===== src/design/wvsd_pkg.sv =====
// shared constants, types and sequencer states for the window variance detector
package wvsd_pkg;

  localparam int POS_W      = 24;
  localparam int THR_W      = 32;
  localparam int MUL_BW     = 32;
  localparam int COUNT_W    = 5;
  localparam int WINDOW_DEF = 30;
  localparam int IN_DATA_W  = 72;
  localparam int OUT_DATA_W = 8;

  localparam logic [THR_W-1:0] THR_RESET = 32'd1677722;

  typedef enum logic [3:0] {
    ST_IDLE,
    ST_READ,
    ST_SQ_NEW,
    ST_SQ_OLD,
    ST_UPDATE,
    ST_NQ,
    ST_SS,
    ST_DIV,
    ST_VSQ,
    ST_THR,
    ST_OUT
  } state_t;

endpackage


===== src/design/wvsd_ram.sv =====
// generic single write port ram with registered read
module wvsd_ram #(
  parameter int DATA_W = 8,
  parameter int DEPTH  = 16
) (
  input  logic                     clk,
  input  logic                     we,
  input  logic [$clog2(DEPTH)-1:0] waddr,
  input  logic [DATA_W-1:0]        wdata,
  input  logic                     re,
  input  logic [$clog2(DEPTH)-1:0] raddr,
  output logic [DATA_W-1:0]        rdata
);

  logic [DATA_W-1:0] mem [DEPTH];

  always_ff @(posedge clk) begin
    if (we) begin
      mem[waddr] <= wdata;
    end
    if (re) begin
      rdata <= mem[raddr];
    end
  end

endmodule


===== src/design/wvsd_mul.sv =====
// bit-serial shift-add multiplier, one multiplier bit per cycle
module wvsd_mul #(
  parameter int AW = 52,
  parameter int BW = 32
) (
  input  logic             clk,
  input  logic             rst_n,
  input  logic             start,
  input  logic [AW-1:0]    a,
  input  logic [BW-1:0]    b,
  output logic             done,
  output logic [AW+BW-1:0] prod
);

  localparam int CW = $clog2(BW + 1);

  logic [AW+BW-1:0] prod_r, prod_nxt;
  logic [AW-1:0]    a_r;
  logic [CW-1:0]    cnt_r;
  logic             run_r, done_r;
  logic [AW:0]      part;

  assign part = {1'b0, prod_r[AW+BW-1:BW]} + (prod_r[0] ? {1'b0, a_r} : {(AW+1){1'b0}});
  assign prod_nxt = {part, prod_r[BW-1:1]};

  always_ff @(posedge clk) begin
    if (!rst_n) begin
      run_r  <= 1'b0;
      done_r <= 1'b0;
      cnt_r  <= '0;
    end else begin
      done_r <= 1'b0;
      if (start) begin
        run_r <= 1'b1;
        cnt_r <= CW'(BW);
      end else if (run_r) begin
        cnt_r <= cnt_r - 1'b1;
        if (cnt_r == CW'(1)) begin
          run_r  <= 1'b0;
          done_r <= 1'b1;
        end
      end
    end
  end

  always_ff @(posedge clk) begin
    if (start) begin
      prod_r <= {{AW{1'b0}}, b};
      a_r    <= a;
    end else if (run_r) begin
      prod_r <= prod_nxt;
    end
  end

  assign done = done_r;
  assign prod = prod_r;

endmodule


===== src/design/wvsd_div.sv =====
// restoring divider, one quotient bit per cycle
module wvsd_div #(
  parameter int DW = 58,
  parameter int VW = 14
) (
  input  logic          clk,
  input  logic          rst_n,
  input  logic          start,
  input  logic [DW-1:0] dividend,
  input  logic [VW-1:0] divisor,
  output logic          done,
  output logic [DW-1:0] quot
);

  localparam int CW = $clog2(DW + 1);

  logic [DW-1:0] quot_r;
  logic [VW-1:0] rem_r, div_r;
  logic [CW-1:0] cnt_r;
  logic          run_r, done_r;
  logic [VW:0]   trial, diff;
  logic          fits;

  assign trial = {rem_r, quot_r[DW-1]};
  assign fits  = trial >= {1'b0, div_r};
  assign diff  = trial - {1'b0, div_r};

  always_ff @(posedge clk) begin
    if (!rst_n) begin
      run_r  <= 1'b0;
      done_r <= 1'b0;
      cnt_r  <= '0;
    end else begin
      done_r <= 1'b0;
      if (start) begin
        run_r <= 1'b1;
        cnt_r <= CW'(DW);
      end else if (run_r) begin
        cnt_r <= cnt_r - 1'b1;
        if (cnt_r == CW'(1)) begin
          run_r  <= 1'b0;
          done_r <= 1'b1;
        end
      end
    end
  end

  always_ff @(posedge clk) begin
    if (start) begin
      quot_r <= dividend;
      rem_r  <= '0;
      div_r  <= divisor;
    end else if (run_r) begin
      rem_r  <= fits ? diff[VW-1:0] : trial[VW-1:0];
      quot_r <= {quot_r[DW-2:0], fits};
    end
  end

  assign done = done_r;
  assign quot = quot_r;

endmodule


===== src/design/window_variance_stability_detector_top.sv =====
// sliding window variance stability detector, sequencer and datapath
//
// channel | dir | handshake          | payload
// in_     | in  | in_tvalid/tready   | tdata: pos_x[23:0] pos_y[47:24] pos_z[71:48]
// out_    | out | out_tvalid/tready  | tdata: stable[0] sample_count[5:1]
// cfg_    | in  | cfg_valid/ready    | cfg_data: stability_threshold
//
// a sample is written to the ring, then each axis is squared and added to the sums,
// the oldest entry's square taken out once the window is full; a full window then
// takes n*q, s*s, a DW-bit divide (57 at 30) and a square per axis, then thr*thr.
// reset is synchronous, clears the counts and sums and loads THR_RESET; the ring ram
// needs no clearing since an entry's old value is used only after it was written.
// a new sample is taken while the previous result still waits on out_tready.
module window_variance_stability_detector_top #(
  parameter int WINDOW = wvsd_pkg::WINDOW_DEF
) (
  input  logic                             clk,
  input  logic                             rst_n,
  input  logic                             in_tvalid,
  output logic                             in_tready,
  input  logic [wvsd_pkg::IN_DATA_W-1:0]   in_tdata,   // pos_x, pos_y, pos_z
  output logic                             out_tvalid,
  input  logic                             out_tready,
  output logic [wvsd_pkg::OUT_DATA_W-1:0]  out_tdata,  // stable, sample_count, zero fill
  input  logic                             cfg_valid,
  output logic                             cfg_ready,
  input  logic [wvsd_pkg::THR_W-1:0]       cfg_data
);

  import wvsd_pkg::*;

  localparam int IW  = $clog2(WINDOW);
  localparam int NW  = $clog2(WINDOW + 1);
  localparam int SW  = POS_W + $clog2(WINDOW);
  localparam int QW  = 2 * POS_W - 1 + $clog2(WINDOW);
  localparam int DW  = QW + NW;
  localparam int VW  = 2 * NW;
  localparam int AW  = QW;
  localparam int PW  = AW + MUL_BW;
  localparam int HW  = 3 * POS_W;
  localparam logic [VW-1:0] NSQ = VW'(WINDOW * WINDOW);

  state_t state_r, state_nxt;

  logic [HW-1:0]          pos_r;
  logic [THR_W-1:0]       thr_r;
  logic [NW-1:0]          fill_r, fill_upd;
  logic [IW-1:0]          widx_r;
  logic                   full_r, full_after;
  logic [1:0]             ax_r;
  logic                   issued_r;
  logic signed [SW-1:0]   s_r [3];
  logic [QW-1:0]          q_r [3];
  logic [2*POS_W-1:0]     sqv_r, sqo_r;
  logic [DW-1:0]          nq_r, d_r;
  logic [2*THR_W+1:0]     acc_r;
  logic                   bad_r, stable_r;
  logic                   out_valid_r;
  logic [OUT_DATA_W-1:0]  out_data_r;

  logic                   in_xfer, slot_free;
  logic                   mul_start, mul_done, div_start, div_done;
  logic [AW-1:0]          mul_a;
  logic [MUL_BW-1:0]      mul_b;
  logic [PW-1:0]          mul_prod;
  logic [DW-1:0]          quot;
  logic                   quot_big;
  logic [HW-1:0]          old_all;
  logic signed [POS_W-1:0] v_cur, o_cur;
  logic [POS_W-1:0]       v_abs, o_abs;
  logic signed [SW-1:0]   s_cur;
  logic [SW-1:0]          s_abs;
  logic [DW-1:0]          ss_val;
  logic                   op_state, op_done;

  assign in_xfer   = in_tvalid && in_tready;
  assign slot_free = !out_valid_r || out_tready;
  assign cfg_ready = 1'b1;

  assign v_cur = signed'(pos_r[ax_r*POS_W +: POS_W]);
  assign o_cur = signed'(old_all[ax_r*POS_W +: POS_W]);
  assign v_abs = v_cur[POS_W-1] ? POS_W'(-v_cur) : POS_W'(v_cur);
  assign o_abs = o_cur[POS_W-1] ? POS_W'(-o_cur) : POS_W'(o_cur);
  assign s_cur = s_r[ax_r];
  assign s_abs = s_cur[SW-1] ? SW'(-s_cur) : SW'(s_cur);
  assign ss_val   = DW'(mul_prod);
  assign quot_big = |quot[DW-1:THR_W];

  assign fill_upd   = full_r ? fill_r : fill_r + 1'b1;
  assign full_after = fill_upd == NW'(WINDOW);

  wvsd_ram #(.DATA_W(HW), .DEPTH(WINDOW)) u_ring (
    .clk   (clk),
    .we    (state_r == ST_READ),
    .waddr (widx_r),
    .wdata (pos_r),
    .re    (in_xfer),
    .raddr (widx_r),
    .rdata (old_all)
  );

  wvsd_mul #(.AW(AW), .BW(MUL_BW)) u_mul (
    .clk   (clk),
    .rst_n (rst_n),
    .start (mul_start),
    .a     (mul_a),
    .b     (mul_b),
    .done  (mul_done),
    .prod  (mul_prod)
  );

  wvsd_div #(.DW(DW), .VW(VW)) u_div (
    .clk      (clk),
    .rst_n    (rst_n),
    .start    (div_start),
    .dividend (d_r),
    .divisor  (NSQ),
    .done     (div_done),
    .quot     (quot)
  );

  // next state
  always_comb begin
    state_nxt = state_r;
    case (state_r)
      ST_IDLE:   if (in_xfer) state_nxt = ST_READ;
      ST_READ:   state_nxt = ST_SQ_NEW;
      ST_SQ_NEW: if (mul_done) state_nxt = full_r ? ST_SQ_OLD : ST_UPDATE;
      ST_SQ_OLD: if (mul_done) state_nxt = ST_UPDATE;
      ST_UPDATE: begin
        if (ax_r != 2'd2) state_nxt = ST_SQ_NEW;
        else state_nxt = full_after ? ST_NQ : ST_OUT;
      end
      ST_NQ:     if (mul_done) state_nxt = ST_SS;
      ST_SS:     if (mul_done) state_nxt = ST_DIV;
      ST_DIV: begin
        if (div_done) begin
          if (!quot_big) state_nxt = ST_VSQ;
          else state_nxt = (ax_r == 2'd2) ? ST_THR : ST_NQ;
        end
      end
      ST_VSQ:    if (mul_done) state_nxt = (ax_r == 2'd2) ? ST_THR : ST_NQ;
      ST_THR:    if (mul_done) state_nxt = ST_OUT;
      ST_OUT:    if (slot_free) state_nxt = ST_IDLE;
      default:   state_nxt = ST_IDLE;
    endcase
  end

  // unit control and operand selection
  always_comb begin
    in_tready = 1'b0;
    op_state  = 1'b0;
    mul_a     = '0;
    mul_b     = '0;
    case (state_r)
      ST_IDLE:   in_tready = 1'b1;
      ST_SQ_NEW: begin
        op_state = 1'b1;
        mul_a    = AW'(v_abs);
        mul_b    = MUL_BW'(v_abs);
      end
      ST_SQ_OLD: begin
        op_state = 1'b1;
        mul_a    = AW'(o_abs);
        mul_b    = MUL_BW'(o_abs);
      end
      ST_NQ: begin
        op_state = 1'b1;
        mul_a    = AW'(q_r[ax_r]);
        mul_b    = MUL_BW'(WINDOW);
      end
      ST_SS: begin
        op_state = 1'b1;
        mul_a    = AW'(s_abs);
        mul_b    = MUL_BW'(s_abs);
      end
      ST_DIV:    op_state = 1'b1;
      ST_VSQ: begin
        op_state = 1'b1;
        mul_a    = AW'(quot[THR_W-1:0]);
        mul_b    = quot[THR_W-1:0];
      end
      ST_THR: begin
        op_state = 1'b1;
        mul_a    = AW'(thr_r);
        mul_b    = thr_r;
      end
      default: begin
        in_tready = 1'b0;
      end
    endcase
  end

  assign op_done   = mul_done || div_done;
  assign mul_start = op_state && !issued_r && (state_r != ST_DIV);
  assign div_start = op_state && !issued_r && (state_r == ST_DIV);

  always_ff @(posedge clk) begin
    if (!rst_n) begin
      state_r     <= ST_IDLE;
      issued_r    <= 1'b0;
      thr_r       <= THR_RESET;
      fill_r      <= '0;
      widx_r      <= '0;
      ax_r        <= '0;
      out_valid_r <= 1'b0;
      s_r         <= '{default: '0};
      q_r         <= '{default: '0};
    end else begin
      state_r  <= state_nxt;
      issued_r <= op_state && !op_done;
      if (cfg_valid && cfg_ready) begin
        thr_r <= cfg_data;
      end
      if (state_r == ST_OUT && slot_free) begin
        out_valid_r <= 1'b1;
      end else if (out_tready) begin
        out_valid_r <= 1'b0;
      end
      case (state_r)
        ST_UPDATE: begin
          s_r[ax_r] <= s_cur + SW'(v_cur) - (full_r ? SW'(o_cur) : SW'(0));
          q_r[ax_r] <= q_r[ax_r] + QW'(sqv_r) - QW'(sqo_r);
          if (ax_r == 2'd2) begin
            ax_r   <= '0;
            fill_r <= fill_upd;
            widx_r <= (widx_r == IW'(WINDOW - 1)) ? '0 : widx_r + 1'b1;
          end else begin
            ax_r <= ax_r + 1'b1;
          end
        end
        ST_DIV: begin
          if (div_done && quot_big) begin
            ax_r <= (ax_r == 2'd2) ? 2'd0 : ax_r + 1'b1;
          end
        end
        ST_VSQ: begin
          if (mul_done) begin
            ax_r <= (ax_r == 2'd2) ? 2'd0 : ax_r + 1'b1;
          end
        end
        default: begin
          ax_r <= ax_r;
        end
      endcase
    end
  end

  // payload registers
  always_ff @(posedge clk) begin
    if (in_xfer) begin
      pos_r  <= in_tdata;
      full_r <= fill_r == NW'(WINDOW);
      acc_r  <= '0;
      bad_r  <= 1'b0;
      sqo_r  <= '0;
    end
    case (state_r)
      ST_SQ_NEW: if (mul_done) sqv_r <= mul_prod[2*POS_W-1:0];
      ST_SQ_OLD: if (mul_done) sqo_r <= mul_prod[2*POS_W-1:0];
      ST_UPDATE: stable_r <= 1'b0;
      ST_NQ:     if (mul_done) nq_r <= DW'(mul_prod);
      ST_SS:     if (mul_done) d_r <= (nq_r > ss_val) ? nq_r - ss_val : '0;
      ST_DIV:    if (div_done && quot_big) bad_r <= 1'b1;
      ST_VSQ:    if (mul_done) acc_r <= acc_r + (2*THR_W+2)'(mul_prod[2*THR_W-1:0]);
      ST_THR: begin
        if (mul_done) begin
          stable_r <= !bad_r && (acc_r < (2*THR_W+2)'(mul_prod[2*THR_W-1:0]));
        end
      end
      ST_OUT: begin
        if (slot_free) begin
          out_data_r <= OUT_DATA_W'({COUNT_W'(fill_r), stable_r});
        end
      end
      default: begin
        stable_r <= stable_r;
      end
    endcase
  end

  assign out_tvalid = out_valid_r;
  assign out_tdata  = out_data_r;

endmodule


===== config.mk =====
export PLATFORM = sky130hd
export DESIGN_NAME = window_variance_stability_detector_top
export DESIGN_NICKNAME = d
export VERILOG_FILES = /design/src/design/wvsd_pkg.sv /design/src/design/wvsd_ram.sv /design/src/design/wvsd_mul.sv /design/src/design/wvsd_div.sv /design/src/design/window_variance_stability_detector_top.sv
export SDC_FILE = /design/constraint.sdc
export NUM_CORES = 2
export LEC_CHECK = 0
export BUFFER_PORTS_ARGS = -buffer_cell sky130_fd_sc_hd__clkbuf_2
export CORE_MARGIN = 4
export CORE_UTILIZATION = 55
export DETAILED_ROUTE_END_ITERATION = 10
export GPL_TIMING_DRIVEN = 1
export PLACE_DENSITY = 0.73
export REMOVE_ABC_BUFFERS = 1
export SLEW_MARGIN = 0
export SYNTH_ARGS = -nofsm -noshare
export SYNTH_HDL_FRONTEND = slang
export SYNTH_HIERARCHICAL = 1
export SYNTH_SLANG_ARGS = --single-unit

===== constraint.sdc =====
create_clock -name clk -period 5.6 [get_ports clk]
set_clock_uncertainty 0.05 [all_clocks]
set_input_delay 1.68 -clock clk [delete_from_list [all_inputs] [get_ports clk]]
set_output_delay 1.68 -clock clk [all_outputs]
set_load 0.1 [all_outputs]

==> flow_metrics.env <==
export IMPL_drtIter0Drc=10530
export IMPL_finalHoldViolations=0
export IMPL_async_flop_share_pct=0
export IMPL_worstPathMaxFanout=47
export IMPL_grt_pass1_wl_mm=607
export IMPL_synth_edf_count=2625
export IMPL_ys_seq_area_share_pct=63.1
export IMPL_grt_setup_unrepaired="false"
export IMPL_syn_area_sq_mm=0.140
export IMPL_cp_start_kind="register"
export IMPL_grt_pass1_vias=89874
export IMPL_hp_class="reg2reg"
export IMPL_cts_sinks=3111
export IMPL_yosys_warnings=6
export IMPL_viasPerCell=6.51
export IMPL_synth_flop_cell="edfxtp_1"
export IMPL_endpoint_kind="register"
export IMPL_fp_row_count=185
export IMPL_r2r_end="q_r[148]"
export IMPL_numCtsBuffers=327
export IMPL_io_buffers=116
export IMPL_rr_startpoint="ax_r[0]"
export IMPL_antenna_found_initial=12
export IMPL_post_route_period_util_pct=96.4
export IMPL_crit_type="reg2reg"
export IMPL_max_vdd_ir_drop_v=0.000340
export IMPL_cellPowerDensity_mw_per_mm2=436
export IMPL_status="complete, no violations"
export IMPL_coreArea_sq_mm=0.254
export IMPL_cap_violations=0
export IMPL_num_vias=91188
export IMPL_worst_pin_slew_ns=1.24
export IMPL_hold_depth=2
export IMPL_synth_cell_type_count=121
export IMPL_die_y_microns=513
export IMPL_finalMaxSlewViolations=0
export IMPL_start_util_pct=55.3
export IMPL_setup_viol=0
export IMPL_clk_pin_slew_ns=0.06
export IMPL_wl_per_cell_microns=29.9
export IMPL_area_growth_synth_to_final_pct=11.8
export IMPL_routed_wl_mm=418
export IMPL_cts_tree="done"
export IMPL_r2r_slack_ns=0.20
export IMPL_clock_root_buffer="clkbuf_16"
export IMPL_period_needed_ns=5.40
export IMPL_num_io_pins=120
export IMPL_fp_dieW_microns=513
export IMPL_reg2reg_depth=18
export IMPL_cp_cell_sequence="buf_12, mux2i_1, nor2_1, a21oi_1, fa_1, inv_1, ha_1, a21oi_1, o21ai_0, a211o_1, o311a_1, nor4b_1, buf_4, a21boi_1, a21oi_2, o31a_1, nor2_1, a311o_1"
export IMPL_synth_seq_cells=3111
export IMPL_tns_ns=0
export IMPL_hpwl_mm=262
export IMPL_cpPeakStageDelay_ns=0.50
export IMPL_mostFrequentLayoutCells="2,625 x edfxtp_1, 707 x nand2_1, 649 x mux2i_1"
export IMPL_drive_gt1_share_pct=14.1
export IMPL_final_net_count=10906
export IMPL_drtPass1Iterations=7
export IMPL_cts_buffer_depth=4
export IMPL_nFillCells=18734
export IMPL_cp_arrival_ns=6.08
export IMPL_min_from="u_mul/prod[79]"
export IMPL_ctsHoldBuffers=0
export IMPL_cp_top_family="compound AO/OA/AOI/OAI gates"
export IMPL_grt_total_usage_pct=31.1
export IMPL_syn_instance_count=10148
export IMPL_p_leak_uw=0.0530
export IMPL_critical_path_buf_inv_count=3
export IMPL_gp_congestion=0.980
export IMPL_post_synth_cell_area_avg_sq_um=13.8
export IMPL_fp_dieArea_sq_mm=0.263
export IMPL_fin_area_sq_mm=0.157
export IMPL_clock_latency_ns=0.92
export IMPL_post_route_drc_count=0
export IMPL_whs_endpoint="u_mul/prod[79]"
export IMPL_ant_nets=0
export IMPL_gr_total_overflow=0
export IMPL_slowest_stage="nor4b_1"
export IMPL_fmax_mhz=185
export IMPL_place_area_sq_mm=0.146
export IMPL_mostFrequentLayoutCell="edfxtp_1"
export IMPL_required_ns=6.28
export IMPL_htree_levels=5
export IMPL_slew_headroom_pct=17.2
export IMPL_grt_max_degree=134
cells by family after synthesis:
kind of cell               synth area share, %
DFF                                       63.1
other                                  0.00535
AOI/OAI and AO/OA                         10.5
xor gates and xnor gates                  1.84
and+or+nand+nor                           7.07
muxes                                     10.4
buffers and inverters                     2.96
adders and majority gates                 4.17
worst max-delay path by stage:
stage	start	to	slack, ns	cells after the start
after floorplan	widx_r[0]	u_ring/rdata[59]	-20.60	4
after global placement	ax_r[0]	s_r[28]	0.35	17
after detailed placement	ax_r[0]	q_r[148]	0.25	16
after CTS	ax_r[0]	q_r[148]	0.18	16
after global routing	ax_r[0]	q_r[44]	0.007	18
final	ax_r[0]	q_r[148]	0.20	18
state kept, by name, summed over array words and instances, names as in the netlist, 32 cells and up:
signal        flops
pos_r            72
acc_r            66
nq_r             57
u_div/quot       57
s_r              87
u_ring/mem     2160
sqv_r            48
q_r             156
thr_r            32
d_r              57
u_mul/a_r        52
u_ring/rdata     72
u_mul/prod       84
sqo_r            48
timing repair:
item | 4_1_cts | 5_1_grt
setup endpoints to repair | 0 | 24
resized for setup | 0 | 4
buffers inserted | 0 | 3
Yosys cell counts (53+ instances only):
cell type,number,area share (%)
edfxtp_1,2625,56
nand2_1,715,1.9
mux2i_1,649,4.6
a21oi_1,511,1.8
dfxtp_1,486,6.9
nor2_1,478,1.3
inv_1,406,1.1
o21ai_0,365,1.3
ha_1,340,3.0
clkbuf_1,328,0.88
mux4_2,309,5.0
nand3_1,247,0.88
a22oi_1,235,1.3
xnor2_1,216,1.3
a21boi_0,186,0.99
a21o_1,118,0.63
buf_2,110,0.39
o21bai_1,102,0.55
mux2_2,101,0.81
nand4_1,100,0.45
and2_1,95,0.42
nor2b_1,92,0.41
nor3_1,92,0.33
a22o_1,88,0.55
fa_1,80,1.1
xor2_1,79,0.49
a31oi_1,71,0.32
buf_1,58,0.16
o211ai_1,55,0.29
o22ai_1,53,0.24
area by class of cell:
| type | instances | area [sq um] | area share (%) |
|---|---|---|---|
| clock buffers | 391 | 8590 | 5.47 |
| inverters | 408 | 1540 | 0.980 |
| clock inverters | 189 | 2020 | 1.29 |
| repair buffers | 452 | 3790 | 2.41 |
| diodes | 5 | 12.5 | 0.00797 |
| flip-flops and latches | 3111 | 88600 | 56.4 |
| multi-input cells | 6077 | 48200 | 30.7 |
| well taps | 3366 | 4210 | 2.68 |
power breakdown:
part | switching [uW] | internal (uW) | total [uW]
Clock | 9080 | 12600 | 21700
Sequential | 972 | 27500 | 28500
Combinational | 12200 | 6090 | 18300
Total | 22300 | 46200 | 68500
tightest hold or removal path: cells and delay by family, from the launching register on:
family	cells	cell delay, ns
and+or+nand+nor	1	0.05
AOI/OAI and AO/OA	1	0.05
DFF	1	0.31
routing by layer:
layer | wire length, microns | vias up | track usage, %
met5 | 37 | - | 0
met4 | 29400 | 6 | 18.0
met3 | 38900 | 1228 | 5.39
met2 | 199000 | 5245 | 51.0
met1 | 151000 | 45611 | 39.3
li1 | - | 39098 | -
through the flow:
step | worst slack (ns) | util, % | hold WS (ns) | power [uW] | std cells
4_1_cts | 0.177 | 61.7 | 0.415 | 68400 | 13991
3_3_place_gp | 0.353 | 57.6 | 0.393 | 46600 | 13411
5_1_grt | 0.00694 | 61.8 | 0.433 | 71200 | 13995
6_report | 0.199 | 61.8 | 0.411 | 68500 | 13999
2_1_floorplan | -20.60 | - | 0.350 | 40600 | 9596
3_5_place_dp | 0.249 | 57.6 | 0.407 | 46900 | 13411
Power figures use the tool's default switching activity.
